[src/hw/rtl/pbr_pkg.sv]
package pbr_pkg;

   localparam int MAX_COLS_DEF = 256;
   localparam int MAX_ROWS_DEF = 256;
   localparam int QUEUE_DEPTH  = 2;

   localparam int SIZE_W      = 9;
   localparam int COORD_W     = 9;
   localparam int ROW_F_W     = 8;
   localparam int BCOL_F_W    = 5;
   localparam int BYTE_W      = 8;
   localparam int CNT_W       = 4;
   localparam int CSR_IDX_W   = 2;
   localparam int CSR_DATA_W  = 9;
   localparam int REQ_TDATA_W = 24;
   localparam int RSP_TDATA_W = 8;

   localparam int ROW_LSB  = 0;
   localparam int BCOL_LSB = ROW_LSB + ROW_F_W;
   localparam int WDAT_LSB = BCOL_LSB + BCOL_F_W;

   localparam logic [CSR_IDX_W-1:0] CSR_MODE = 2'd0;
   localparam logic [CSR_IDX_W-1:0] CSR_COLS = 2'd1;
   localparam logic [CSR_IDX_W-1:0] CSR_ROWS = 2'd2;

   localparam logic [1:0] MODE_R90  = 2'd0;
   localparam logic [1:0] MODE_R180 = 2'd1;
   localparam logic [1:0] MODE_R270 = 2'd2;
   localparam logic [1:0] MODE_NONE = 2'd3;

   localparam logic OP_WRITE = 1'b0;
   localparam logic OP_READ  = 1'b1;

   localparam logic [SIZE_W-1:0] SIZE_RST = 9'd256;

   typedef enum logic [1:0] {KIND_SKIP, KIND_WRITE, KIND_READ} kind_type;
   typedef enum logic [1:0] {STEP_YINC, STEP_YDEC, STEP_XDEC} step_type;

   typedef struct packed {
      kind_type             kind;
      step_type             step;
      logic [CNT_W-1:0]     nbits;
      logic [COORD_W-1:0]   x;
      logic [COORD_W-1:0]   y;
      logic [BYTE_W-1:0]    wdata;
   } entry_type;

   // zero acts as one, anything above the store limit acts as the limit
   function automatic logic [SIZE_W-1:0] eff_size(input logic [SIZE_W-1:0] v,
                                                  input int max_v);
      logic [12:0] v_ext;
      v_ext = 13'(v);
      if (v == '0) return SIZE_W'(1);
      if (v_ext > 13'(max_v)) return SIZE_W'(max_v);
      return v;
   endfunction

endpackage

[src/hw/rtl/pbr_queue.sv]
module pbr_queue #(
   parameter int DEPTH = pbr_pkg::QUEUE_DEPTH
) (
   input  logic                clock,
   input  logic                reset,
   input  logic                push_valid,
   output logic                push_ready,
   input  pbr_pkg::entry_type  push_data,
   output logic                pop_valid,
   input  logic                pop_ready,
   output pbr_pkg::entry_type  pop_data
);
   import pbr_pkg::*;

   localparam int PTR_W = (DEPTH > 1) ? $clog2(DEPTH) : 1;
   localparam int FILL_W = $clog2(DEPTH + 1);

   entry_type          slot_ff [DEPTH];
   logic [PTR_W-1:0]   wptr_ff, wptr_in;
   logic [PTR_W-1:0]   rptr_ff, rptr_in;
   logic [FILL_W-1:0]  fill_ff, fill_in;
   logic               do_push, do_pop;

   assign push_ready = (fill_ff != FILL_W'(DEPTH));
   assign pop_valid  = (fill_ff != '0);
   assign pop_data   = slot_ff[rptr_ff];
   assign do_push    = push_valid && push_ready;
   assign do_pop     = pop_valid && pop_ready;

   always_comb begin
      wptr_in = wptr_ff;
      rptr_in = rptr_ff;
      fill_in = fill_ff;
      if (do_push) begin
         wptr_in = (wptr_ff == PTR_W'(DEPTH - 1)) ? '0 : wptr_ff + PTR_W'(1);
      end
      if (do_pop) begin
         rptr_in = (rptr_ff == PTR_W'(DEPTH - 1)) ? '0 : rptr_ff + PTR_W'(1);
      end
      if (do_push && !do_pop) begin
         fill_in = fill_ff + FILL_W'(1);
      end else if (do_pop && !do_push) begin
         fill_in = fill_ff - FILL_W'(1);
      end
   end

   always_ff @(posedge clock) begin
      if (reset) begin
         wptr_ff <= '0;
         rptr_ff <= '0;
         fill_ff <= '0;
      end else begin
         wptr_ff <= wptr_in;
         rptr_ff <= rptr_in;
         fill_ff <= fill_in;
      end
   end

   always_ff @(posedge clock) begin
      if (do_push) begin
         slot_ff[wptr_ff] <= push_data;
      end
   end

endmodule

[config.mk]
export PLATFORM = sky130hd
export DESIGN_NAME = pbr_queue
export DESIGN_NICKNAME = d
export VERILOG_FILES = /design/src/hw/rtl/pbr_pkg.sv /design/src/hw/rtl/pbr_queue.sv
export SDC_FILE = /design/constraint.sdc
export NUM_CORES = 1
export LEC_CHECK = 0
export BUFFER_PORTS_ARGS = -buffer_cell sky130_fd_sc_hd__buf_2
export CAP_MARGIN = 5
export CORE_MARGIN = 4
export CORE_UTILIZATION = 47
export DETAILED_ROUTE_END_ITERATION = 6
export PLACE_DENSITY_LB_ADDON = 0.15
export SLEW_MARGIN = 5
export SYNTH_ARGS = -nofsm -noshare
export SYNTH_HDL_FRONTEND = slang
export SYNTH_SLANG_ARGS = --single-unit
[constraint.sdc]
create_clock -name clock -period 4.5 [get_ports clock]
set_clock_uncertainty 0.15 [all_clocks]
set_input_delay 0.225 -clock clock [delete_from_list [all_inputs] [get_ports clock]]
set_output_delay 0.225 -clock clock [all_outputs]
set_load 0.01 [all_outputs]
=== Yosys cells after proc, flatten, opt, wreduce, memory -nomap -nowiden ===
Memories as Yosys holds them, arrays and structs flattened. A register that Yosys moved wholly into a read port is not among the register bits.
Cells that the tools add are included.

* ROM bits: 0
* Bits in writable memories: 68
* Output and inout port bits: 36
* Memories kept: 1
* Flip-flop bits (word level): 4
* Logic and storage cells: 25
* Input bits: 38
* Bits in latches: 0

{| class="wikitable"
|+ Memories
! name !! words !! width !! read ports !! clocked after memory_dff !! write ports !! line !! RTL
|-
| slot_ff || 2 || 34 || 1 || 1 || 1 || pbr_queue.sv:18 || <nowiki>entry_type slot_ff [DEPTH];</nowiki>
|}

* Muxes and demuxes: 8
* Reduce and logical (&&, ||, !) cells: 8
* Order comparisons: 0
* Divide/modulo/power cells: 0
* Shift-type cells: 0
* Bitwise logic cells: 0
* Multipliers: 0
* Equal/unequal tests: 1
* $add $sub $neg: 4

{| class="wikitable"
|+ Operators with widths
! kind !! count
|-
| 1-bit two-way mux || 6
|-
| 1-bit logical AND || 4
|-
| 2-bit two-way mux || 2
|-
| 2-bit nonzero test || 2
|-
| 1-bit adder, second input constant || 2
|-
| 2-bit by 1-bit adder with 2-bit output, second input constant || 1
|-
| 1-bit zero test || 2
|-
| 2-bit inequality test, second input constant || 1
|-
| 2-bit by 1-bit subtractor with 2-bit output, second input constant || 1
|}

=== Logic depth before layout (Yosys ltp) ===
* Depth after elaboration: 6
* Mapped depth: 6
* Mapped depth without buffers: 6

=== Least setup slack after synthesis ===
OpenSTA, ideal clock, no wires.

* Path kind: reg-to-reg
* Start: register fill_ff[0]
* End: memory slot_ff[1][0] (netlist bit), enable pin
* Clock period less this slack: 2.061 ns
* Arrival: 1.517 ns
* Setup time: 0.394 ns
* Path buffers: 0
* Cell stages (with the launch flop): 3
* Setup slack: 2.439 ns
* Data required time: 3.956 ns
* Cell sequence: dfxtp_1 -> nand2b_1 -> and3_1

* Word-level cells in the longest chain between the ends: 4

{| class="wikitable"
|+ Ends and longest elaborated chain
! item !! line !! RTL
|-
| from (decl) || pbr_queue.sv:21 || <nowiki>logic [FILL_W-1:0] fill_ff, fill_in;</nowiki>
|-
| from (signal assigned) || pbr_queue.sv:55 || <nowiki>fill_ff <= fill_in;</nowiki>
|-
| 2-bit inequality test || pbr_queue.sv:24 || <nowiki>assign push_ready = (fill_ff != FILL_W'(DEPTH));</nowiki>
|-
| via push_ready || pbr_queue.sv:7 || <nowiki>output logic push_ready,</nowiki>
|-
| 1-bit logical AND || pbr_queue.sv:27 || <nowiki>assign do_push = push_valid && push_ready;</nowiki>
|-
| 1-bit two-way mux || pbr_queue.sv:60 || <nowiki>if (do_push) begin</nowiki>
|-
| 1-bit two-way mux (implied by the code) || pbr_queue.sv:61 || <nowiki>slot_ff[wptr_ff] <= push_data;</nowiki>
|-
| to (decl) || pbr_queue.sv:18 ||
|}

The timed path passes the listed nets, and every way through them passes these cells.

==> key figures <==
Power
  – Pwr Density: ~500 mW/mm^2
  – Switching part of the total: a little over a quarter
  – Pint: ~1.3 mW
  – Comb power frac: between 20% and 30%
  – Register share of total power: ~49%
  – Total Power: between 1.5 and 2 mW
  – P_leak: about 1.4 nW
  – Clock share of power: between 20% and 30%
  – Worst VDD drop: approximately 0.30 mV
  – Psw: a little under 0.5 mW

Finish
  – Final non-filler cell total: 324
  – Area grow syn2layout: 37.0%
  – Commonest non-fill, non-tap cells in the layout: buf_2 (73), edfxtp_1 (68), dlygate4sd3_1 (35)
  – Commonest non-fill, non-tap cell in the layout: buf_2
  – ANT cells: 0
  – NumNets Final: 286
  – Share of layout cells above drive strength 1: 50.4%

Drt
  – Vias/cell: between 4 and 5
  – WL/cell: approximately 15 um
  – DRT Wirelength: 4880 um
  – Drc violations: 0
  – DRT antenna net count: 0
  – DRT iter0 DRCs: 90
  – Drt pass-1 iters: 4
  – Via count: between 1500 and 2000

Global route
  – Grt peak-use layer: met2
  – First-pass GRT wire length: between 8000 and 9000 um
  – Met3 Use GR: a little under 5%
  – Met1 Resource Use GR: between 15 and 20%
  – Tot GR Track Use: approximately 15%
  – Number of global-route vias before repair: 1740
  – Remaining Overflow, GRT: 0
  – Initial antenna violation count: 0
  – Largest net degree at the start of global routing: 35
  – Grt met2 use: a little over a quarter

Clocking
  – H-tree depth: 3
  – CTS Hold Bufs: 35
  – Clk Latency, worst-skew pair: 330 ps
  – Clock-pin slew on the worst setup and hold paths: ~70 ps
  – Cells resized by post-CTS repair: 0
  – Clk sinks: 73
  – Longest Clk Path Bufs: 2
  – Postcts setup bufs: 0
  – Root buffer cell: clkbuf_8
  – CTS tree: built
  – Num CTS Buffers: 9

Yosys
  – Post-synthesis sequential area ratio: 80.1%
  – Yosys warnings: 0
  – Cell Area, Synth: 0.00267 mm^2
  – Mean area per synthesized cell: roughly 21 um^2
  – Syn_nets: around 170
  – Register bit total from synthesis: 73
  – Yosys cell types: 18
  – Cells after Synth: 130

Worst setup path
  – CP max stage cell: dfxtp_1
  – CP Data Required Time: about 4100 ps
  – Crit path launch type: flop
  – Slowest stage delay, CP: around 800 ps
  – CP Class: reg2out
  – Critical path cell sequence: buf_4 -> mux2_2 -> buf_2
  – CP Capture Type: output port
  – CP max FO: 18
  – CP Data Arrival Time: between 2000 and 2500 ps

Floorplanning
  – Initial Util: between 40% and 50%
  – DIE AREA: between 0.006 and 0.007 mm^2
  – I/O pin count: 74
  – Core area: 0.00551 mm^2
  – Die Ht: roughly 83 um
  – Row cnt: 27
  – Die width: roughly 83 um

STA
  – Worst slew pin tran: 821 ps
  – Final setup TNS: 0 ps
  – Min cycle time layout: 2410 ps
  – Final Hold Viols: 0
  – Fmax: between 400 and 500 MHz
  – Fin crit share: a little over half
  – Setup violations, final: 0
  – Rel. slew slack: a little under half
  – RSZ-0062 raised after global routing: false
  – Max-slew violations: 0

Placement
  – Placed cell count: about 270
  – DP Wirelength: approximately 3100 um
  – Final RePlAce weighted congestion: approximately 0.77
  – Port Buffers: 73

Outcome
  – Run status: finished clean

Min path
  – Worst Hold Class: in2reg

Job
  – Max-cap viol count: 0
area by class of cell:
cell class,count,area (um^2)
multi-input combinational,52,503
timing repair buffer,110,731
fill,407,1850
tap,72,90.1
inverter,1,3.75
clock buffer,12,166
sequential,73,2140
clock inverter,4,25.0
cell usage after synthesis (all sizes together):
cell / number / area, um^2
edfxtp: 68 / 2040
mux2: 34 / 383
dfxtp: 5 / 100
buf: 4 / 25.0
nor2: 3 / 11.3
xor2: 3 / 26.3
a21oi: 2 / 10.0
o21ai: 2 / 10.0
a21bo: 1 / 10.0
and2: 1 / 6.26
and3: 1 / 6.26
ha: 1 / 12.5
inv: 1 / 3.75
nand2b: 1 / 6.26
nand3b: 1 / 7.51
or2: 1 / 6.26
or3: 1 / 6.26
logic make-up after synthesis:
kind of cell	share of synthesized area, %
mux	14.3
buf+inv	1.08
compound gates	1.12
xor+xnor	0.983
flops	80.2
fa+ha+maj	0.468
simple gates	1.87
through the flow:
stage	instance area [um^2]	hold WS, ps	util [%]	setup slack, ps
2_1_floorplan	2670	144	-	2440
3_3_place_gp	3120	262	56.6	2460
3_5_place_dp	3120	266	56.6	2410
4_1_cts	3660	50.6	66.5	2040
5_1_grt	3660	81.3	66.5	1930
6_report	3660	67.6	66.5	2090
sequential cells by signal, indices dropped and copies added (netlist names), named ones only:
signal / count
fill_ff: 2
slot_ff: 68
wptr_ff: 1
rptr_ff: 1
final timing paths:
kind	from	endpoint	slack, ps	cells after the start
worst max-delay path	flop	pop_data[24]	2090	3
worst min-delay path	push_valid	wptr_ff$_SDFFE_PP0P_	70	3
worst max register to register	fill_ff[0]$_SDFFE_PP0P_	slot_ff[0][6]$_DFFE_PP_	2460	4
worst min register to register	rptr_ff$_SDFFE_PP0P_	rptr_ff$_SDFFE_PP0P_	380	2
worst max-delay path: cells and delay by family, from the launching register on:
| family | cells | cell delay (ps) |
|---|---|---|
| multiplexers | 1 | 380 |
| flip-flops | 1 | 800 |
| buffers and inverters | 2 | 530 |
power groups by stage:
stage | combinational (mW) | clock, mW | sequential (mW)
after floorplan | 0.304 | 0 | 0.884
after global placement | 0.433 | 0 | 0.906
after detailed placement | 0.443 | 0 | 0.913
after CTS | 0.469 | 0.482 | 0.897
after global routing | 0.504 | 0.521 | 0.906
final | 0.460 | 0.471 | 0.896
layer usage:
metal	wire length [um]	part of all wire [%]
met5	0	0
met4	51	1.0
met1	1970	40
met3	301	6.2
met2	2560	52
Power figures use the tool's default switching activity.
