==> src/hw/rtl/pbr_pkg.sv <==
package pbr_pkg;

   localparam int MAX_COLS_DEF = 256;
   localparam int MAX_ROWS_DEF = 256;
   localparam int QUEUE_DEPTH  = 2;

   localparam int SIZE_W      = 9;
   localparam int COORD_W     = 9;
   localparam int ROW_F_W     = 8;
   localparam int BCOL_F_W    = 5;
   localparam int BYTE_W      = 8;
   localparam int CNT_W       = 4;
   localparam int CSR_IDX_W   = 2;
   localparam int CSR_DATA_W  = 9;
   localparam int REQ_TDATA_W = 24;
   localparam int RSP_TDATA_W = 8;

   localparam int ROW_LSB  = 0;
   localparam int BCOL_LSB = ROW_LSB + ROW_F_W;
   localparam int WDAT_LSB = BCOL_LSB + BCOL_F_W;

   localparam logic [CSR_IDX_W-1:0] CSR_MODE = 2'd0;
   localparam logic [CSR_IDX_W-1:0] CSR_COLS = 2'd1;
   localparam logic [CSR_IDX_W-1:0] CSR_ROWS = 2'd2;

   localparam logic [1:0] MODE_R90  = 2'd0;
   localparam logic [1:0] MODE_R180 = 2'd1;
   localparam logic [1:0] MODE_R270 = 2'd2;
   localparam logic [1:0] MODE_NONE = 2'd3;

   localparam logic OP_WRITE = 1'b0;
   localparam logic OP_READ  = 1'b1;

   localparam logic [SIZE_W-1:0] SIZE_RST = 9'd256;

   typedef enum logic [1:0] {KIND_SKIP, KIND_WRITE, KIND_READ} kind_type;
   typedef enum logic [1:0] {STEP_YINC, STEP_YDEC, STEP_XDEC} step_type;

   typedef struct packed {
      kind_type             kind;
      step_type             step;
      logic [CNT_W-1:0]     nbits;
      logic [COORD_W-1:0]   x;
      logic [COORD_W-1:0]   y;
      logic [BYTE_W-1:0]    wdata;
   } entry_type;

   // zero acts as one, anything above the store limit acts as the limit
   function automatic logic [SIZE_W-1:0] eff_size(input logic [SIZE_W-1:0] v,
                                                  input int max_v);
      logic [12:0] v_ext;
      v_ext = 13'(v);
      if (v == '0) return SIZE_W'(1);
      if (v_ext > 13'(max_v)) return SIZE_W'(max_v);
      return v;
   endfunction

endpackage

==> src/hw/rtl/pbr_front.sv <==
module pbr_front #(
   parameter int MAX_COLS = pbr_pkg::MAX_COLS_DEF,
   parameter int MAX_ROWS = pbr_pkg::MAX_ROWS_DEF
) (
   input  logic                               clock,
   input  logic                               reset,
   input  logic                               csr_we,
   input  logic [pbr_pkg::CSR_IDX_W-1:0]      csr_index,
   input  logic [pbr_pkg::CSR_DATA_W-1:0]     csr_wdata,
   input  logic                               req_tvalid,
   output logic                               req_tready,
   input  logic                               req_tuser,
   input  logic [pbr_pkg::REQ_TDATA_W-1:0]    req_tdata,
   output logic                               push_valid,
   input  logic                               push_ready,
   output pbr_pkg::entry_type                 push_data
);
   import pbr_pkg::*;

   localparam int BPL = (MAX_COLS + 7) / 8;

   logic [1:0]          mode_ff, mode_in;
   logic [SIZE_W-1:0]   cols_ff, cols_in;
   logic [SIZE_W-1:0]   rows_ff, rows_in;

   logic [ROW_F_W-1:0]  row;
   logic [BCOL_F_W-1:0] bcol;
   logic [BYTE_W-1:0]   wdata;
   logic [SIZE_W-1:0]   w, h, dw, dh, p0, rem, row_e;
   logic                in_rng, write_ok;

   always_comb begin
      mode_in = mode_ff;
      cols_in = cols_ff;
      rows_in = rows_ff;
      if (csr_we) begin
         priority if (csr_index == CSR_MODE) begin
            mode_in = csr_wdata[1:0];
         end else if (csr_index == CSR_COLS) begin
            cols_in = csr_wdata;
         end else if (csr_index == CSR_ROWS) begin
            rows_in = csr_wdata;
         end
      end
   end

   always_ff @(posedge clock) begin
      if (reset) begin
         mode_ff <= MODE_R90;
         cols_ff <= SIZE_RST;
         rows_ff <= SIZE_RST;
      end else begin
         mode_ff <= mode_in;
         cols_ff <= cols_in;
         rows_ff <= rows_in;
      end
   end

   assign row   = req_tdata[ROW_LSB +: ROW_F_W];
   assign bcol  = req_tdata[BCOL_LSB +: BCOL_F_W];
   assign wdata = req_tdata[WDAT_LSB +: BYTE_W];

   assign w     = eff_size(cols_ff, MAX_COLS);
   assign h     = eff_size(rows_ff, MAX_ROWS);
   assign dw    = (mode_ff == MODE_R180) ? w : h;
   assign dh    = (mode_ff == MODE_R180) ? h : w;
   assign p0    = {1'b0, bcol, 3'b000};
   assign row_e = SIZE_W'(row);
   assign rem   = dw - p0;

   assign in_rng   = (mode_ff != MODE_NONE) && (row_e < dh) && (p0 < dw);
   assign write_ok = (13'(row) < 13'(MAX_ROWS)) && (13'(bcol) < 13'(BPL));

   always_comb begin
      push_data       = '0;
      push_data.wdata = wdata;
      if (req_tuser == OP_READ) begin
         push_data.kind  = KIND_READ;
         push_data.nbits = !in_rng ? CNT_W'(0) :
                           (rem >= SIZE_W'(8)) ? CNT_W'(8) : rem[CNT_W-1:0];
         unique case (mode_ff)
            MODE_R90: begin
               push_data.x    = w - SIZE_W'(1) - row_e;
               push_data.y    = p0;
               push_data.step = STEP_YINC;
            end
            MODE_R180: begin
               push_data.x    = w - SIZE_W'(1) - p0;
               push_data.y    = h - SIZE_W'(1) - row_e;
               push_data.step = STEP_XDEC;
            end
            MODE_R270: begin
               push_data.x    = row_e;
               push_data.y    = h - SIZE_W'(1) - p0;
               push_data.step = STEP_YDEC;
            end
            MODE_NONE: begin
               push_data.step = STEP_YINC;
            end
         endcase
      end else begin
         push_data.kind = write_ok ? KIND_WRITE : KIND_SKIP;
         push_data.x    = p0;
         push_data.y    = row_e;
         push_data.step = STEP_YINC;
      end
   end

   assign push_valid = req_tvalid;
   assign req_tready = push_ready;

endmodule

==> config.mk <==
export PLATFORM = sky130hd
export DESIGN_NAME = pbr_front
export DESIGN_NICKNAME = d
export VERILOG_FILES = /design/src/hw/rtl/pbr_pkg.sv /design/src/hw/rtl/pbr_front.sv
export SDC_FILE = /design/constraint.sdc
export NUM_CORES = 1
export LEC_CHECK = 0
export BUFFER_PORTS_ARGS = -buffer_cell sky130_fd_sc_hd__buf_2
export CAP_MARGIN = 20
export CORE_AREA = 2 2 80 82
export DETAILED_ROUTE_END_ITERATION = 6
export DIE_AREA = 0 0 82 84
export PLACE_DENSITY = 0.88
export SYNTH_ARGS = -nofsm -noshare
export SYNTH_HDL_FRONTEND = slang
export SYNTH_SLANG_ARGS = --single-unit
==> constraint.sdc <==
create_clock -name clock -period 9.8 [get_ports clock]
set_input_delay 0.98 -clock clock [delete_from_list [all_inputs] [get_ports clock]]
set_output_delay 0.98 -clock clock [all_outputs]
set_load 0.03 [all_outputs]
# Word level (Yosys, flattened, before mapping)
# Index checks and enable logic that the tools add are counted.
[word_totals] reg_bits=20 word_cells=56
[classes] n_bitwise=2 n_eq_ne=6 n_reduce_logical=10 n_lt_le_gt_ge=5 addsub=7 muxes=23
[ops] operator="9-bit two-way mux" n=10
[ops] operator="18-bit case mux with 3 select lines" n=1
[ops] operator="9-bit by 8-bit subtractor with 9-bit output" n=5
[ops] operator="9-bit > comparator (second input constant)" n=2
[ops] operator="9-bit logical NOT" n=2
[ops] operator="8-bit by 9-bit less-than comparator with 1-bit output" n=2
[ops] operator="18-bit two-way mux" n=1
[ops] operator="9-bit by 1-bit subtractor with 9-bit output (second input constant)" n=2
[ops] operator="4-bit two-way mux" n=4
[ops] operator="9-bit by 4-bit >= comparator with 1-bit output (second input constant)" n=1
[ops] operator="2-bit == test (second input constant)" n=3
[ops] operator="1-bit two-way mux" n=6
[ops] operator="2-bit case mux with 3 select lines" n=1
[ops] operator="2-bit by 1-bit == test with 1-bit output (second input constant)" n=2
[ops] operator="2-bit logical NOT" n=2
[ops] operator="4-bit AND reduction" n=1
[ops] operator="3-bit AND reduction" n=1
[ops] operator="1-bit logical AND" n=2
[ops] operator="2-bit inequality test (second input constant)" n=1
[ops] operator="1-bit inverter" n=2
[ops] operator="2-bit AND reduction" n=1
[ops] operator="2-bit OR reduction" n=1

# Depth between registers and ports, before layout
[depth] word_depth=11 depth_mapped=14 mapped_depth_nobuf=13

# Least setup slack after synthesis
# OpenSTA, ideal clock, no wires.
[synth_path] path_type="register -> output" start="reg cols_ff[5]" end="out push_data[24] (netlist bit)" arrival_ps=3174 slack_ps=5646 path_stages_with_launch=14 cell_sequence="dfxtp_1 -> nor4_2 -> a21o_1 -> inv_1 -> ha_1 -> nor3b_1 -> o21ai_0 -> inv_1 -> fa_1 -> nand2b_1 -> a21oi_1 -> xor2_1 -> a221oi_1 -> o211ai_1"
[synth_lines] element="from (decl)" line="pbr_front.sv:23" text="logic [SIZE_W-1:0] cols_ff, cols_in;"
[synth_lines] element="from (signal assigned)" line="pbr_front.sv:54" text="cols_ff <= cols_in;"
[synth_lines] element="to (decl)" line="pbr_front.sv:16" text="output pbr_pkg::entry_type push_data"

==> impl_metrics.csv <==
group,metric,value,unit
die,die_y,84,µm
power,irDropWorstVdd,0.000107,V
worst_setup_path,cp-start-kind,"flop",
timing,fin_ws,4520,ps
logic_synthesis,async_flop_share,0,%
placement,pre_cts_ws,4940,ps
worst_setup_path,crit_path_end_kind,"output port",
logic_synthesis,yosysSeqAreaShare,11.3,%
worst_setup_path,reg2reg_depth,5,
placement,hpwl,8.09,mm
timing,rsz0062_at_grt,"no",
outcome,status,"complete, no violations",
logic_synthesis,synth_flop_cell,"dfxtp_1",
clocking,cts_setup_buffers,0,
clocking,tritoncts,"yes",
placement,gp_congestion,0.971,
timing,worst_pin_slew,790,ps
clocking,clk_pin_slew,70,ps
detailed_routing,routed_wirelength,10.2,mm
cells_and_area,nNetsFinal,600,
placement,dpl_cell_area,3710,µm²
timing,setup_viol,0,
power,p_per_area,81.4,nW/µm²
logic_synthesis,ys_warn_count,0,
worst_setup_path,r2r_slack,8540,ps
cells_and_area,diodes,0,
worst_setup_path,critical_path_arrival,4300,ps
timing,period_minus_slack,5280,ps
logic_synthesis,synth_compound_area_share,24.8,%
global_routing,grt_max_degree,30,
worst_setup_path,reg2reg_to,"mode_ff[1]",
cells_and_area,areaGrowthSynthToFinish,6.67,%
die,core,6100,µm²
cells_and_area,postLayoutCoreUtil,61.7,%
timing,hold_ws,556,ps
timing,fmax,189,MHz
detailed_routing,drc,0,
die,start_util,57.9,%
worst_hold_path,hold_end,"cols_ff[0]",
cells_and_area,drive_gt1_share,14.0,%
clocking,ctsResizeCount,0,
logic_synthesis,syn_area,3530,µm²
worst_hold_path,hp-class,"flop to flop",
clocking,clockBufferDepth,2,
clocking,cts_hold_buf,0,
run,maxCapViolations,0,
worst_setup_path,cp.buffers_inverters,2,
timing,tns,0,ps
clocking,cts_root_buf,"clkbuf_8",
power,power.static_leakage,1.78,nW
worst_setup_path,crit_type,"flop to output port",
placement,io_buffer_count,53,
worst_setup_path,cp_cell_sequence,"nand2b_1 > and3_1 > a31oi_1 > ha_1 > inv_1 > fa_1 > a21o_1 > a21oi_1 > xnor2_1 > o2111ai_2 > nor3_1 > buf_2",
worst_setup_path,r2r-start,"mode_ff[1]",
logic_synthesis,muxShareOfSynthArea,7.23,%
clocking,cts_made_buffers,3,
worst_setup_path,slowest_stage,"dfxtp_1",
logic_synthesis,synthDistinctLibCells,61,
worst_setup_path,timing.critical_path.slowest_cell_delay,830,ps
worst_hold_path,min_from,"cols_ff[0]",
global_routing,grtUsageMet2,48.2,%
logic_synthesis,avgSynthCellArea,7.22,µm²
detailed_routing,ant_nets,0,
timing,slew_headroom,47.2,%
detailed_routing,wl_per_cell,17.2,µm
worst_setup_path,cp.required,8820,ps
logic_synthesis,synth_top_family_by_area,"simple AND/OR/NAND/NOR gates",
global_routing,antenna_found_initial,0,
worst_setup_path,path_max_fanout,20,
global_routing,grt_overflow,0,
global_routing,use_met3,3.68,%
die,chipWidth,82,µm
detailed_routing,via_count,3857,
logic_synthesis,netlist_instances,489,
logic_synthesis,synth_xor_area_share,3.23,%
global_routing,grt_pass1_wl,16.3,mm
logic_synthesis,ys_ff_latch,20,
die,rows,29,
global_routing,top_usage_layer,"met2",
global_routing,grt_usage,29.9,%
cells_and_area,fin_area,3760,µm²
detailed_routing,drt-pass1-iter-count,5,
logic_synthesis,synthAdderAreaFrac,17.0,%
global_routing,met1_usage,39.1,%
logic_synthesis,syn_nets,575,
logic_synthesis,synthSimpleGateAreaFrac,27.6,%
clocking,clock-sinks,20,
timing,finalClockSkew,0,ps
die,dieArea,6890,µm²
timing,slew_viol_final,0,
global_routing,grt_pass1_vias,3497,
clocking,htreeDepth,1,
die,io_pins,77,
timing,fin_crit_sh,53.9,%
detailed_routing,drt-initial-drc-count,275,
logic_synthesis,synth-edff-count,0,
worst_hold_path,whs_path_depth,2,
clocking,clock_latency,260,ps
detailed_routing,vias_per_cell,6.54,
timing,hold_violations,0,
worst_setup_path,critPathTopFamily,"simple AND/OR/NAND/NOR gates",
[where the power goes]
part           internal (W)  leakage [nW]  switching [W]
Combinational     0.0000591          1.59      0.0000953
Sequential        0.0000841         0.163     0.00000531
Clock             0.0000358        0.0288      0.0000265
[sequential cells by signal, summed over array words and instances, names as in the netlist]
name     count
cols_ff      9
rows_ff      9
mode_ff      2
[layer usage]
metal	routed length, µm	vias up
met2	4690	235
li1	-	1832
met3	1000	37
met4	370	0
met1	4090	1753
met5	0	-
[stage by stage]
step,cells,total power [W]
3_3_place_gp,586,0.000236
3_5_place_dp,586,0.000242
6_report,590,0.000306
4_1_cts,590,0.000304
2_1_floorplan,489,0.000211
5_1_grt,590,0.000324
[worst min-delay path: stages, from the launching register on]
cell     delay (ps)
dfxtp_1         330
mux2i_1         130
nor2_1           50
[Yosys cell counts (11+ instances only)]
cell type	count	share of area, %
o211ai_1	11	2.3
mux2i_1	23	6.5
nand2_1	40	4.3
o21ai_0	30	4.3
buf_4	11	2.3
nor2b_1	14	2.5
clkbuf_1	16	1.7
dfxtp_1	20	11
nor3_1	14	2.0
inv_1	31	3.3
a21oi_1	33	4.7
nor2_1	56	6.0
ha_1	40	14
[cell type report]
type	instances	area, µm²
well taps	77	96.3
repair buffers	54	273
fillers	571	2330
inverters	33	124
clock buffers	4	55.1
multi-input cells	402	2820
flip-flops and latches	20	400
[how the worst max path moves through the flow]
stage                     startpoint             to  slack, ps  cells after the start
after global routing      mode_ff[0]  push_data[27]       4220                     12
after detailed placement  mode_ff[0]  push_data[27]       4940                     12
after global placement    mode_ff[0]  push_data[27]       5000                     12
final                     mode_ff[0]  push_data[27]       4520                     12
after floorplan           cols_ff[5]  push_data[24]       5650                     13
after CTS                 mode_ff[0]  push_data[27]       4640                     12
[cells in the final DEF, fill, tap and decap left out, types with 3 or more instances in the layout]
| cell type | n |
|---|---|
| xnor2_1 | 8 |
| nand2_1 | 40 |
| dfxtp_1 | 20 |
| xor2_1 | 5 |
| nor2_1 | 56 |
| fa_1 | 5 |
| and3_1 | 7 |
| nor2b_1 | 14 |
| a221oi_1 | 3 |
| a21o_1 | 5 |
| o31ai_1 | 3 |
| nand2b_1 | 9 |
| a211o_1 | 3 |
| a211oi_1 | 6 |
| nand3b_1 | 5 |
| nand4_1 | 3 |
| a21oi_1 | 33 |
| o21a_1 | 6 |
| mux2i_1 | 23 |
| a2111oi_0 | 4 |
| nor3_1 | 14 |
| a31oi_1 | 7 |
| o21ai_0 | 30 |
| or3_1 | 9 |
| and2_1 | 4 |
| inv_1 | 31 |
| clkbuf_8 | 4 |
| buf_2 | 53 |
| nand3_1 | 9 |
| o211ai_1 | 11 |
| o31a_1 | 3 |
| o2111ai_1 | 4 |
| nor3b_1 | 4 |
| ha_1 | 40 |
| nor4_1 | 3 |
[logic make-up (layout without fill, tap and decap cells)]
group	Yosys count	count (layout)
and+or+nand+nor	188	188
AOI/OAI and AO/OA	131	131
buffers and inverters	67	91
adders and majority gates	45	45
muxes	25	25
DFF	20	20
xor gates and xnor gates	13	13
Power figures use the tool's default switching activity.
