File: src/hw/rtl/pbr_pkg.sv
package pbr_pkg;

   localparam int MAX_COLS_DEF = 256;
   localparam int MAX_ROWS_DEF = 256;
   localparam int QUEUE_DEPTH  = 2;

   localparam int SIZE_W      = 9;
   localparam int COORD_W     = 9;
   localparam int ROW_F_W     = 8;
   localparam int BCOL_F_W    = 5;
   localparam int BYTE_W      = 8;
   localparam int CNT_W       = 4;
   localparam int CSR_IDX_W   = 2;
   localparam int CSR_DATA_W  = 9;
   localparam int REQ_TDATA_W = 24;
   localparam int RSP_TDATA_W = 8;

   localparam int ROW_LSB  = 0;
   localparam int BCOL_LSB = ROW_LSB + ROW_F_W;
   localparam int WDAT_LSB = BCOL_LSB + BCOL_F_W;

   localparam logic [CSR_IDX_W-1:0] CSR_MODE = 2'd0;
   localparam logic [CSR_IDX_W-1:0] CSR_COLS = 2'd1;
   localparam logic [CSR_IDX_W-1:0] CSR_ROWS = 2'd2;

   localparam logic [1:0] MODE_R90  = 2'd0;
   localparam logic [1:0] MODE_R180 = 2'd1;
   localparam logic [1:0] MODE_R270 = 2'd2;
   localparam logic [1:0] MODE_NONE = 2'd3;

   localparam logic OP_WRITE = 1'b0;
   localparam logic OP_READ  = 1'b1;

   localparam logic [SIZE_W-1:0] SIZE_RST = 9'd256;

   typedef enum logic [1:0] {KIND_SKIP, KIND_WRITE, KIND_READ} kind_type;
   typedef enum logic [1:0] {STEP_YINC, STEP_YDEC, STEP_XDEC} step_type;

   typedef struct packed {
      kind_type             kind;
      step_type             step;
      logic [CNT_W-1:0]     nbits;
      logic [COORD_W-1:0]   x;
      logic [COORD_W-1:0]   y;
      logic [BYTE_W-1:0]    wdata;
   } entry_type;

   // zero acts as one, anything above the store limit acts as the limit
   function automatic logic [SIZE_W-1:0] eff_size(input logic [SIZE_W-1:0] v,
                                                  input int max_v);
      logic [12:0] v_ext;
      v_ext = 13'(v);
      if (v == '0) return SIZE_W'(1);
      if (v_ext > 13'(max_v)) return SIZE_W'(max_v);
      return v;
   endfunction

endpackage

File: src/hw/rtl/pbr_back.sv
module pbr_back #(
   parameter int MAX_COLS = pbr_pkg::MAX_COLS_DEF,
   parameter int MAX_ROWS = pbr_pkg::MAX_ROWS_DEF,
   parameter int ADDR_W   = 13
) (
   input  logic                             clock,
   input  logic                             reset,
   input  logic                             pop_valid,
   output logic                             pop_ready,
   input  pbr_pkg::entry_type               pop_data,
   output logic                             ram_we,
   output logic [ADDR_W-1:0]                ram_waddr,
   output logic [pbr_pkg::BYTE_W-1:0]       ram_wdata,
   output logic                             ram_re,
   output logic [ADDR_W-1:0]                ram_raddr,
   input  logic [pbr_pkg::BYTE_W-1:0]       ram_rdata,
   output logic                             rsp_tvalid,
   input  logic                             rsp_tready,
   output logic [pbr_pkg::RSP_TDATA_W-1:0]  rsp_tdata
);
   import pbr_pkg::*;

   localparam int BPL    = (MAX_COLS + 7) / 8;
   localparam int BCOL_W = (BPL > 1) ? $clog2(BPL) : 1;
   localparam int ROW_W  = $clog2(MAX_ROWS);

   typedef enum logic [1:0] {ST_IDLE, ST_RUN, ST_DRAIN, ST_DONE} state_type;

   state_type           state_ff, state_in;
   logic [COORD_W-1:0]  x_ff, x_in, y_ff, y_in;
   step_type            step_ff, step_in;
   logic [CNT_W-1:0]    cnt_ff, cnt_in;
   logic [2:0]          pos_ff, pos_in;
   logic                rd_vld_ff, rd_vld_in;
   logic [2:0]          rd_sel_ff, rd_sel_in;
   logic [2:0]          rd_pos_ff, rd_pos_in;
   logic [BYTE_W-1:0]   acc_ff, acc_in;
   logic                rsp_vld_ff, rsp_vld_in;
   logic [BYTE_W-1:0]   rsp_dat_ff, rsp_dat_in;

   function automatic logic [ADDR_W-1:0] addr_of(input logic [COORD_W-1:0] x,
                                                 input logic [COORD_W-1:0] y);
      logic [12:0] xb;
      logic [12:0] ye;
      xb = 13'(x[COORD_W-1:3]);
      ye = 13'(y);
      return {ye[ROW_W-1:0], xb[BCOL_W-1:0]};
   endfunction

   assign pop_ready = (state_ff == ST_IDLE);
   assign ram_we    = pop_ready && pop_valid && (pop_data.kind == KIND_WRITE);
   assign ram_waddr = addr_of(pop_data.x, pop_data.y);
   assign ram_wdata = pop_data.wdata;
   assign ram_re    = (state_ff == ST_RUN);
   assign ram_raddr = addr_of(x_ff, y_ff);

   always_comb begin
      state_in   = state_ff;
      x_in       = x_ff;
      y_in       = y_ff;
      step_in    = step_ff;
      cnt_in     = cnt_ff;
      pos_in     = pos_ff;
      rd_vld_in  = 1'b0;
      rd_sel_in  = rd_sel_ff;
      rd_pos_in  = rd_pos_ff;
      acc_in     = acc_ff;
      rsp_vld_in = rsp_vld_ff;
      rsp_dat_in = rsp_dat_ff;

      if (rd_vld_ff) begin
         acc_in[~rd_pos_ff] = ram_rdata[rd_sel_ff];
      end
      if (rsp_vld_ff && rsp_tready) begin
         rsp_vld_in = 1'b0;
      end

      unique case (state_ff)
         ST_IDLE: begin
            if (pop_valid && (pop_data.kind == KIND_READ)) begin
               acc_in  = '0;
               x_in    = pop_data.x;
               y_in    = pop_data.y;
               step_in = pop_data.step;
               cnt_in  = pop_data.nbits;
               pos_in  = '0;
               state_in = (pop_data.nbits == '0) ? ST_DONE : ST_RUN;
            end
         end
         ST_RUN: begin
            rd_vld_in = 1'b1;
            rd_sel_in = ~x_ff[2:0];
            rd_pos_in = pos_ff;
            pos_in    = pos_ff + 3'd1;
            cnt_in    = cnt_ff - CNT_W'(1);
            case (step_ff)
               STEP_YINC: y_in = y_ff + COORD_W'(1);
               STEP_YDEC: y_in = y_ff - COORD_W'(1);
               STEP_XDEC: x_in = x_ff - COORD_W'(1);
               default:   x_in = x_ff;
            endcase
            if (cnt_ff == CNT_W'(1)) begin
               state_in = ST_DRAIN;
            end
         end
         ST_DRAIN: begin
            state_in = ST_DONE;
         end
         ST_DONE: begin
            if (!rsp_vld_ff || rsp_tready) begin
               rsp_vld_in = 1'b1;
               rsp_dat_in = acc_ff;
               state_in   = ST_IDLE;
            end
         end
      endcase
   end

   always_ff @(posedge clock) begin
      if (reset) begin
         state_ff   <= ST_IDLE;
         rd_vld_ff  <= 1'b0;
         rsp_vld_ff <= 1'b0;
      end else begin
         state_ff   <= state_in;
         rd_vld_ff  <= rd_vld_in;
         rsp_vld_ff <= rsp_vld_in;
      end
      x_ff       <= x_in;
      y_ff       <= y_in;
      step_ff    <= step_in;
      cnt_ff     <= cnt_in;
      pos_ff     <= pos_in;
      rd_sel_ff  <= rd_sel_in;
      rd_pos_ff  <= rd_pos_in;
      acc_ff     <= acc_in;
      rsp_dat_ff <= rsp_dat_in;
   end

   assign rsp_tvalid = rsp_vld_ff;
   assign rsp_tdata  = rsp_dat_ff;

endmodule

File: config.mk
export PLATFORM = sky130hd
export DESIGN_NAME = pbr_back
export DESIGN_NICKNAME = d
export VERILOG_FILES = /design/src/hw/rtl/pbr_pkg.sv /design/src/hw/rtl/pbr_back.sv
export SDC_FILE = /design/constraint.sdc
export NUM_CORES = 1
export LEC_CHECK = 0
export BUFFER_PORTS_ARGS = -buffer_cell sky130_fd_sc_hd__buf_2
export CAP_MARGIN = 10
export CORE_UTILIZATION = 46
export DETAILED_ROUTE_END_ITERATION = 10
export PLACE_DENSITY = 0.71
export SYNTH_ARGS = -nofsm -noshare
export SYNTH_HDL_FRONTEND = slang
export SYNTH_SLANG_ARGS = --single-unit
File: constraint.sdc
create_clock -name clock -period 2.8 [get_ports clock]
set_clock_uncertainty 0.2 [all_clocks]
set_input_delay 0.28 -clock clock [delete_from_list [all_inputs] [get_ports clock]]
set_output_delay 0.28 -clock clock [all_outputs]
set_load 0.05 [all_outputs]
# After elaboration in Yosys (flattened, before gate mapping)
# Index checks and enable logic that the tools add are counted.
# word_totals
out_inout_bits	46
regBits	53
word_cells	79
# classes
n_bitwise	2
muxes	27
addsub	5
magnitude_cmp	3
n_eq_ne	13
n_reduce_logical	17
# op_table
op	count
$pmux 9 s2	3
$mux 9	3
$mux 8	3
$sub 9x1->9 const B	2
$add 9x1->9 const B	1
$reduce_and 3->1	3
$bwmux 8	1
$eq 2x2->1 const B	4
$lt 3x4->1 const B	2
$mux 2	4
$pmux 2 s4	1
$pmux 4 s2	1
$eq 2x1->1 const B	3
$mux 1	6
$ne 2x1->1 const B	3
$not 3->3	2
$pmux 3 s2	1
$reduce_and 2->1	3
$logic_and 1x1->1	5
$eq 4x1->1 const B	1
$logic_not 2->1	2
$logic_not 4->1	1
$mux 4	1
$sub 4x1->4 const B	1
other kinds (10)	10

# Logic depth before layout (Yosys ltp)
# Gate-level depths: netlist (run 1).
# depth
depth_word	9
ltp_mapped	9
mapped_depth_nobuf	8

# Worst setup path after synthesis (run 1)
# No wires, ideal clock.
# synth_timing
path_type	register to output
start	register state_ff[0]
end	output ram_we
stages_incl_launch_ff	5
arrival_time_ns	2.240
n_path_buf	0
required_time_ns	2.320
path_slack_ns	0.080
cell_sequence	dfxtp_1 -> inv_1 -> ha_1 -> nand2_1 -> nor3b_1
# synth_via
elab_chain_cells	3
# synth_rtl
item	line_no	text
start: declaration	pbr_back.sv:29	state_type state_ff, state_in;
start signal: assignment	pbr_back.sv:125	state_ff <= state_in;
$logic_not 2->1	pbr_back.sv:50	assign pop_ready = (state_ff == ST_IDLE);
named net pop_ready	pbr_back.sv:9	output logic pop_ready,
$logic_and 1x1->1 (2 in a row)	pbr_back.sv:51	assign ram_we = pop_ready && pop_valid && (pop_data.kind == KIND_WRITE);
end: declaration	pbr_back.sv:11	output logic ram_we,
# The timed path passes the listed nets, and every way through them passes these cells.

# Worst setup path after layout (run 1)
# layout_timing
start	register step_ff[1]
end	register y_ff[6], data pin
# layout_via
elab_chain_cells	3
word_cells_on_any_way	4
cone_classes	1 x eq/ne; 2 x mux; 1 x reduce/logical
# layout_rtl
item	line_no	text
start: declaration	pbr_back.sv:31	step_type step_ff, step_in;
start signal: assignment	pbr_back.sv:131	step_ff <= step_in;
$eq 2x1->1 / $logic_not 2->1 (equally long branches)	pbr_back.sv:96	case (step_ff)
$pmux 9 s2 (*)	pbr_back.sv:96	
$pmux 9 s2 (*)	pbr_back.sv:78	unique case (state_ff)
named net y_in[6]	pbr_back.sv:30	logic [COORD_W-1:0] x_ff, x_in, y_ff, y_in;
end signal: assignment	pbr_back.sv:130	y_ff <= y_in;
end: declaration	pbr_back.sv:30	
# The timed path passes the listed nets; every way through them passes the cells marked *.
# A chain may end at the register's enable or synchronous reset.

==> out/qor.csv, run 1 <==
stage,metric,value,unit
synth,synth_top_area_frac,0.434,
cts,clk_pin_slew,0.10,ns
synth,avgSynthCellArea,10.9,sq um
synth,synth_area_leader_cell,edfxtp_1,
synth,ys_types,38,
synth,syn_area,0.00270,sq mm
global_routing,grt_max_degree,20,
cts,numCtsBuffers,5,
critical_path,required,2.70,ns
placed_design,place_inst,363,
pwr,leakagePower,0.00124,uW
detailed_routing,drc,0,
synth,synth-seq-cells,51,
synth,synth_ff_type,edfxtp_1,
sta,slew_headroom,0.571,
detailed_routing,drt_iter0_drc,65,
global_routing,grt_pass1_wl,8.18,mm
cts,post_cts_buffers,0,
cts,insertion_delay,0.31,ns
cts,cts_tree,done,
die,die_h,78.6,um
global_routing,grt_usage,0.170,
cts,cts_sinks,51,
sta,layout_setup_ws,0.250,ns
placed_design,preCtsSetupSlack,0.274,ns
placed_design,finalWeightedCongestion,0.749,
sta,drv_slew,0,
final_layout,fillers,515,
synth,synth.area.top_cells,"edfxtp_1 43%, dfxtp_1 8.9%, buf_4 7.2%",
sta,min_period_over_period,0.911,
die,rows,27,
synth,seq_area_frac_synth,0.523,
min_path,min_path_type,in2reg,
final_layout,antennaDiodeCount,0,
critical_path,startpoint_type,flip-flop,
synth,synth_edf_count,39,
placed_design,io_buffer_count,73,
die,die_w,78.6,um
detailed_routing,wl_per_cell,12.9,um
cts,ctsLongestPathBuffers,2,
pwr,pwr_density_cell,862,mW/mm^2
final_layout,regArea,0.00141,sq mm
synth,synthArstFlopShare,0,
detailed_routing,vias_per_cell,5.25,
sta,tightest_slew,0.642,ns
global_routing,globalRouteOverflowTotal,0,
sta,holdWs,0.0531,ns
pwr,irDropWorstVdd,0.000385,V
sta,finalSetupTns,0,ns
final_layout,fin_nets,356,
placed_design,dpl.hpwl,3.56,mm
die,io_pins,92,
final_layout,drive_above_1_share,0.338,
sta,min_period,2.55,ns
critical_path,cp_max_fo,4,
final_layout,final_cells,374,
detailed_routing,num_vias,1963,
final_layout,areaGrowthSynthToFinish,14.3,%
detailed_routing,drt-total-wl,4.82,mm
die,dieArea,0.00618,sq mm
detailed_routing,drtAntennaViolNets,0,
cts,cts-root-buf,clkbuf_8,
global_routing,antenna_found_initial,0,
detailed_routing,dr.pass1.iters,4,
cts,h-tree-depth,2,
run,drv_cap,0,
synth,synth_fp_nets,302,
critical_path,crit_type,reg2reg,
sta,finalSetupViolCount,0,
die,core,0.00557,sq mm
die,initial_core_util,0.484,
sta,hold_violations,0,
synth,synthCells,247,
critical_path,cp.arrival,2.45,ns
pwr,power,2660,uW
final_layout,multi_input_area,0.00103,sq mm
critical_path,cp-end-kind,flip-flop,
synth,ys_warn_count,0,
status,status,finished clean,
sta,rsz0062_at_grt,no,
sta,max_clock_freq,0.392,GHz
global_routing,grt_pass1_vias,1779,
[layout by cell type (no fill, tap or decap), types with 3 or more instances in the layout]
cell type,netlist,layout
mux2_2,11,11
ha_1,9,9
nor3_1,5,5
or2_2,3,3
or4_1,3,3
clkbuf_8,0,5
a31oi_1,3,3
buf_2,0,73
edfxtp_1,39,39
nand2b_1,5,5
dlygate4sd3_1,0,3
xnor2_1,11,11
inv_1,10,10
o21ai_0,9,9
nor2_1,29,29
dfxtp_1,12,12
a21oi_1,17,17
buf_4,26,5
nor2b_1,5,5
xor2_1,5,5
nand2_1,12,12
a211oi_1,3,3
[worst max-delay path, cell delays in order (launching register included)]
cell,delay (ns)
edfxtp_1,0.45
nand2b_1,0.21
xnor2_1,0.16
ha_1,0.24
nor2_1,0.08
or4_1,0.39
a21oi_1,0.17
mux2_2,0.34
o311ai_0,0.10
[through the flow]
step / instance area [sq um] / util
2_1_floorplan: 2700 / -
3_3_place_gp: 2970 / 0.532
3_5_place_dp: 2970 / 0.532
4_1_cts: 3090 / 0.554
5_1_grt: 3090 / 0.554
6_report: 3090 / 0.554
[state kept, by name (all words and copies together) (netlist names)]
signal and cells:
acc_ff 8, cnt_ff 4, pos_ff 3, rd_pos_ff 3, rd_sel_ff 3, rd_vld_ff 1
rsp_tdata 8, rsp_tvalid 1, state_ff 2, step_ff 2, x_ff 8, y_ff 8
[synth_stat cells, types with 7 or more instances]
| master | n |
|---|---|
| mux2_2 | 11 |
| o21ai_0 | 9 |
| buf_4 | 26 |
| inv_1 | 10 |
| a21oi_1 | 17 |
| edfxtp_1 | 39 |
| nand2_1 | 12 |
| dfxtp_1 | 12 |
| xnor2_1 | 11 |
| nor2_1 | 29 |
| clkbuf_1 | 7 |
| ha_1 | 9 |
[final cells by class]
| class | instances | area share |
|---|---|---|
| Sequential cell | 51 | 0.457 |
| Multi-Input combinational cell | 152 | 0.333 |
| Timing Repair Buffer | 81 | 0.140 |
| Tap cell | 72 | 0.0292 |
| Clock buffer | 5 | 0.0223 |
| Inverter | 10 | 0.0122 |
| Clock inverter | 3 | 0.00608 |
[metal layers]
layer  up-vias  track usage  share of wire
met5         -            0              0
met4         0       0.0648          0.013
met3         7       0.0395          0.056
met2        67        0.266           0.48
met1       929        0.229           0.45
li1        960            -              -
[logic make-up (layout without fill, tap and decap cells)]
| logic type | Yosys count | after routing | share of synthesized area |
|---|---|---|---|
| xor+xnor | 16 | 16 | 0.0519 |
| mux | 15 | 15 | 0.0700 |
| compound gates | 38 | 38 | 0.0816 |
| flops | 51 | 51 | 0.523 |
| simple gates | 74 | 74 | 0.135 |
| fa+ha+maj | 9 | 9 | 0.0417 |
| buf+inv | 44 | 99 | 0.0973 |
[repair_timing]
action                    4_1_cts  5_1_grt
hold endpoints to repair        6        0
gates resized for setup         0        0
hold buffers                    3        0
[power by group]
| group | switching [uW] | total, uW | internal, uW | leakage, uW |
|---|---|---|---|---|
| registers | 135 | 1220 | 1080 | 0.000459 |
| logic | 662 | 1020 | 357 | 0.000741 |
| clock network | 249 | 424 | 175 | 0.0000445 |
[final timing paths]
path              cells past startpoint         from            to  slack (ns)
setup / recovery                      8   step_ff[1]       y_ff[6]        0.25
hold / removal                        3  pop_data[8]       y_ff[0]        0.05
setup reg to reg                      8   step_ff[1]       y_ff[6]        0.25
hold reg to reg                       0    acc_ff[1]  rsp_tdata[1]        0.24
(Power assumes the default switching activity.)
==> inputs of run 2 (changes only) <==
--- a/config.mk
+++ b/config.mk
@@ -7,6 +7,7 @@
 export LEC_CHECK = 0
 export BUFFER_PORTS_ARGS = -buffer_cell sky130_fd_sc_hd__buf_2
 export CAP_MARGIN = 10
+export CORE_ASPECT_RATIO = 1.2
 export CORE_UTILIZATION = 46
 export DETAILED_ROUTE_END_ITERATION = 10
 export PLACE_DENSITY = 0.71
==> constraint.sdc (replaced) <==
create_clock -name clock -period 2.85 [get_ports clock]
set_clock_uncertainty 0.2 [all_clocks]
set_input_delay 0.285 -clock clock [delete_from_list [all_inputs] [get_ports clock]]
set_output_delay 0.285 -clock clock [all_outputs]
set_load 0.05 [all_outputs]
==> out/qor.csv, run 2 (synthesized netlist as in run 1, its figures left out) <==
stage,metric,value,unit,change
critical_path,r2r-end,y_ff[6],,
critical_path,required,2.75,ns,+0.05 ns
global_routing,grt_usage,0.168,,-0.00251
critical_path,cp_slowest_cell,edfxtp_1,,
pwr,irDropWorstVdd,0.000353,V,-8.2%
placed_design,dpl.hpwl,3.64,mm,+2.5%
detailed_routing,num_vias,1872,,-4.6%
cts,ctsLongestPathBuffers,2,,unchanged
die,initial_core_util,0.476,,-0.00802
critical_path,critPathLaunch,step_ff[1],,
final_layout,fillers,536,,+4.1%
status,status,finished clean,,
sta,tightest_slew,0.686,ns,+0.0445 ns
die,die_h,85.9,um,+9.3%
cts,numCtsBuffers,5,,unchanged
global_routing,grt_pass1_wl,8.14,mm,-0.50%
final_layout,fin_nets,355,,-0.28%
min_path,worstHoldEndpoint,rsp_tvalid,,
sta,finalSetupTns,0,ns,unchanged
min_path,min_path_type,in2reg,,
sta,slew_headroom,0.542,,-0.0298
placed_design,finalWeightedCongestion,0.828,,+11%
sta,rsz0062_at_grt,no,,
pwr,power,2600,uW,-2.3%
critical_path,path_delay_family,simple AND/OR/NAND/NOR gates,,
detailed_routing,wl_per_cell,12.6,um,-2.6%
sta,max_clock_freq,0.400,GHz,+1.9%
sta,min_period,2.50,ns,-0.0475 ns
final_layout,layout_commonest_cell,buf_2,,
detailed_routing,dr.pass1.iters,4,,unchanged
final_layout,areaGrowthSynthToFinish,14.4,%,about the same
pwr,pwr_density_cell,841,mW/mm^2,-2.4%
critical_path,reg2reg_depth,8,,unchanged
detailed_routing,vias_per_cell,4.91,,-6.4%
placed_design,io_buffer_count,73,,unchanged
cts,cts_tree,done,,
critical_path,rrSetupSlack,0.35,ns,+0.10 ns
global_routing,grt_max_degree,35,,+75%
critical_path,cp-end-kind,flip-flop,,
min_path,min_path_cells,4,,+1
critical_path,path_buf_inv,0,,unchanged
sta,finalSetupViolCount,0,,unchanged
die,io_pins,92,,unchanged
final_layout,final_cell_mix,"73 x buf_2, 39 x edfxtp_1, 29 x nor2_1, 17 x a21oi_1",,
global_routing,antenna_found_initial,0,,unchanged
cts,cts-root-buf,clkbuf_8,,
final_layout,final_core_util,0.545,,-0.00872
critical_path,cp_max_fo,4,,unchanged
final_layout,antennaDiodeCount,0,,unchanged
global_routing,globalRouteOverflowTotal,0,,unchanged
critical_path,r2r_start,step_ff[1],,
critical_path,cp.arrival,2.40,ns,-0.05 ns
cts,clk_pin_slew,0.09,ns,about the same
detailed_routing,drt-total-wl,4.78,mm,-0.79%
run,drv_cap,0,,unchanged
critical_path,crit_path_cell_trace,"nand2b_1, xnor2_1, ha_1, nor2_1, or4_1, a21oi_1, mux2_2, o311ai_0",,
critical_path,crit_type,reg2reg,,
min_path,min_from,rsp_tready,,
detailed_routing,drc,0,,unchanged
final_layout,drive_above_1_share,0.332,,-0.00552
global_routing,grt_pass1_vias,1811,,+1.8%
cts,cts_sinks,51,,unchanged
die,dieArea,0.00618,sq mm,about the same
critical_path,crit_cells,8,,unchanged
cts,h-tree-depth,2,,unchanged
die,die_w,71.9,um,-8.5%
critical_path,max_stage_delay,0.43,ns,-0.02 ns
die,core,0.00567,sq mm,+1.7%
pwr,leakagePower,0.00124,uW,-0.29%
die,rows,30,,+11%
sta,drv_slew,0,,unchanged
sta,hold_violations,0,,unchanged
detailed_routing,drt_iter0_drc,70,,+7.7%
detailed_routing,drtAntennaViolNets,0,,unchanged
cts,insertion_delay,0.29,ns,-0.02 ns
cts,post_cts_buffers,0,,unchanged
sta,min_period_over_period,0.878,,-0.0326
critical_path,startpoint_type,flip-flop,,
[run 2: routing by layer]
layer,track usage,vias up,wire (um)
met5,0,-,0
met4,0.0624,0,68
met3,0.0341,8,157
met2,0.295,50,2570
met1,0.202,855,1980
li1,-,959,-
[run 2: metrics by stage]
stage / area (sq um) / hold WS [ns] / setup slack [ns] / cells
after floorplan: 2700 / 0.152 / 0.125 / 247
after CTS: 3090 / 0.0709 / 0.330 / 381
after global placement: 2970 / 0.216 / 0.390 / 370
after detailed placement: 2970 / 0.212 / 0.345 / 370
final: 3090 / 0.0793 / 0.348 / 381
after global routing: 3090 / 0.0918 / 0.120 / 381
[run 2: layout make-up]
type	instances	area, sq um	share of cell area
flip-flops and latches	51	1410	0.457
multi-input cells	152	1030	0.332
repair buffers	80	425	0.138
well taps	80	100	0.0324
clock buffers	6	72.6	0.0235
inverters	10	37.5	0.0122
clock inverters	2	15.0	0.00486
[run 2: worst max path at each step]
| stage | slack [ns] | to |
|---|---|---|
| floorplan | 0.12 | ram_we |
| global placement | 0.39 | y_ff[6] |
| detailed placement | 0.35 | y_ff[6] |
| CTS | 0.33 | y_ff[6] |
| global route | 0.12 | y_ff[6] |
| finish | 0.35 | y_ff[6] |
[run 2: repair_timing]
action / CTS / global route
endpoints found under the hold margin: 6 / 0
hold buffers: 3 / 0
endpoints found under the setup margin: 0 / 0
gates resized for setup: 0 / 0
[run 2: power by group]
group / switching, uW / internal, uW
Combinational: 649 / 342
Sequential: 131 / 1060
Clock: 235 / 177
Total: 1020 / 1580
[run 2: worst reg2reg max path, delay by kind of cell, from the launching register on]
| kind | cells | cell delay (ns) |
|---|---|---|
| AND/OR/NAND/NOR | 3 | 0.66 |
| flip-flops | 1 | 0.43 |
| multiplexers | 1 | 0.35 |
| AO/OA/AOI/OAI | 2 | 0.29 |
| adder cells (fa/ha/maj) | 1 | 0.22 |
| XOR/XNOR | 1 | 0.15 |
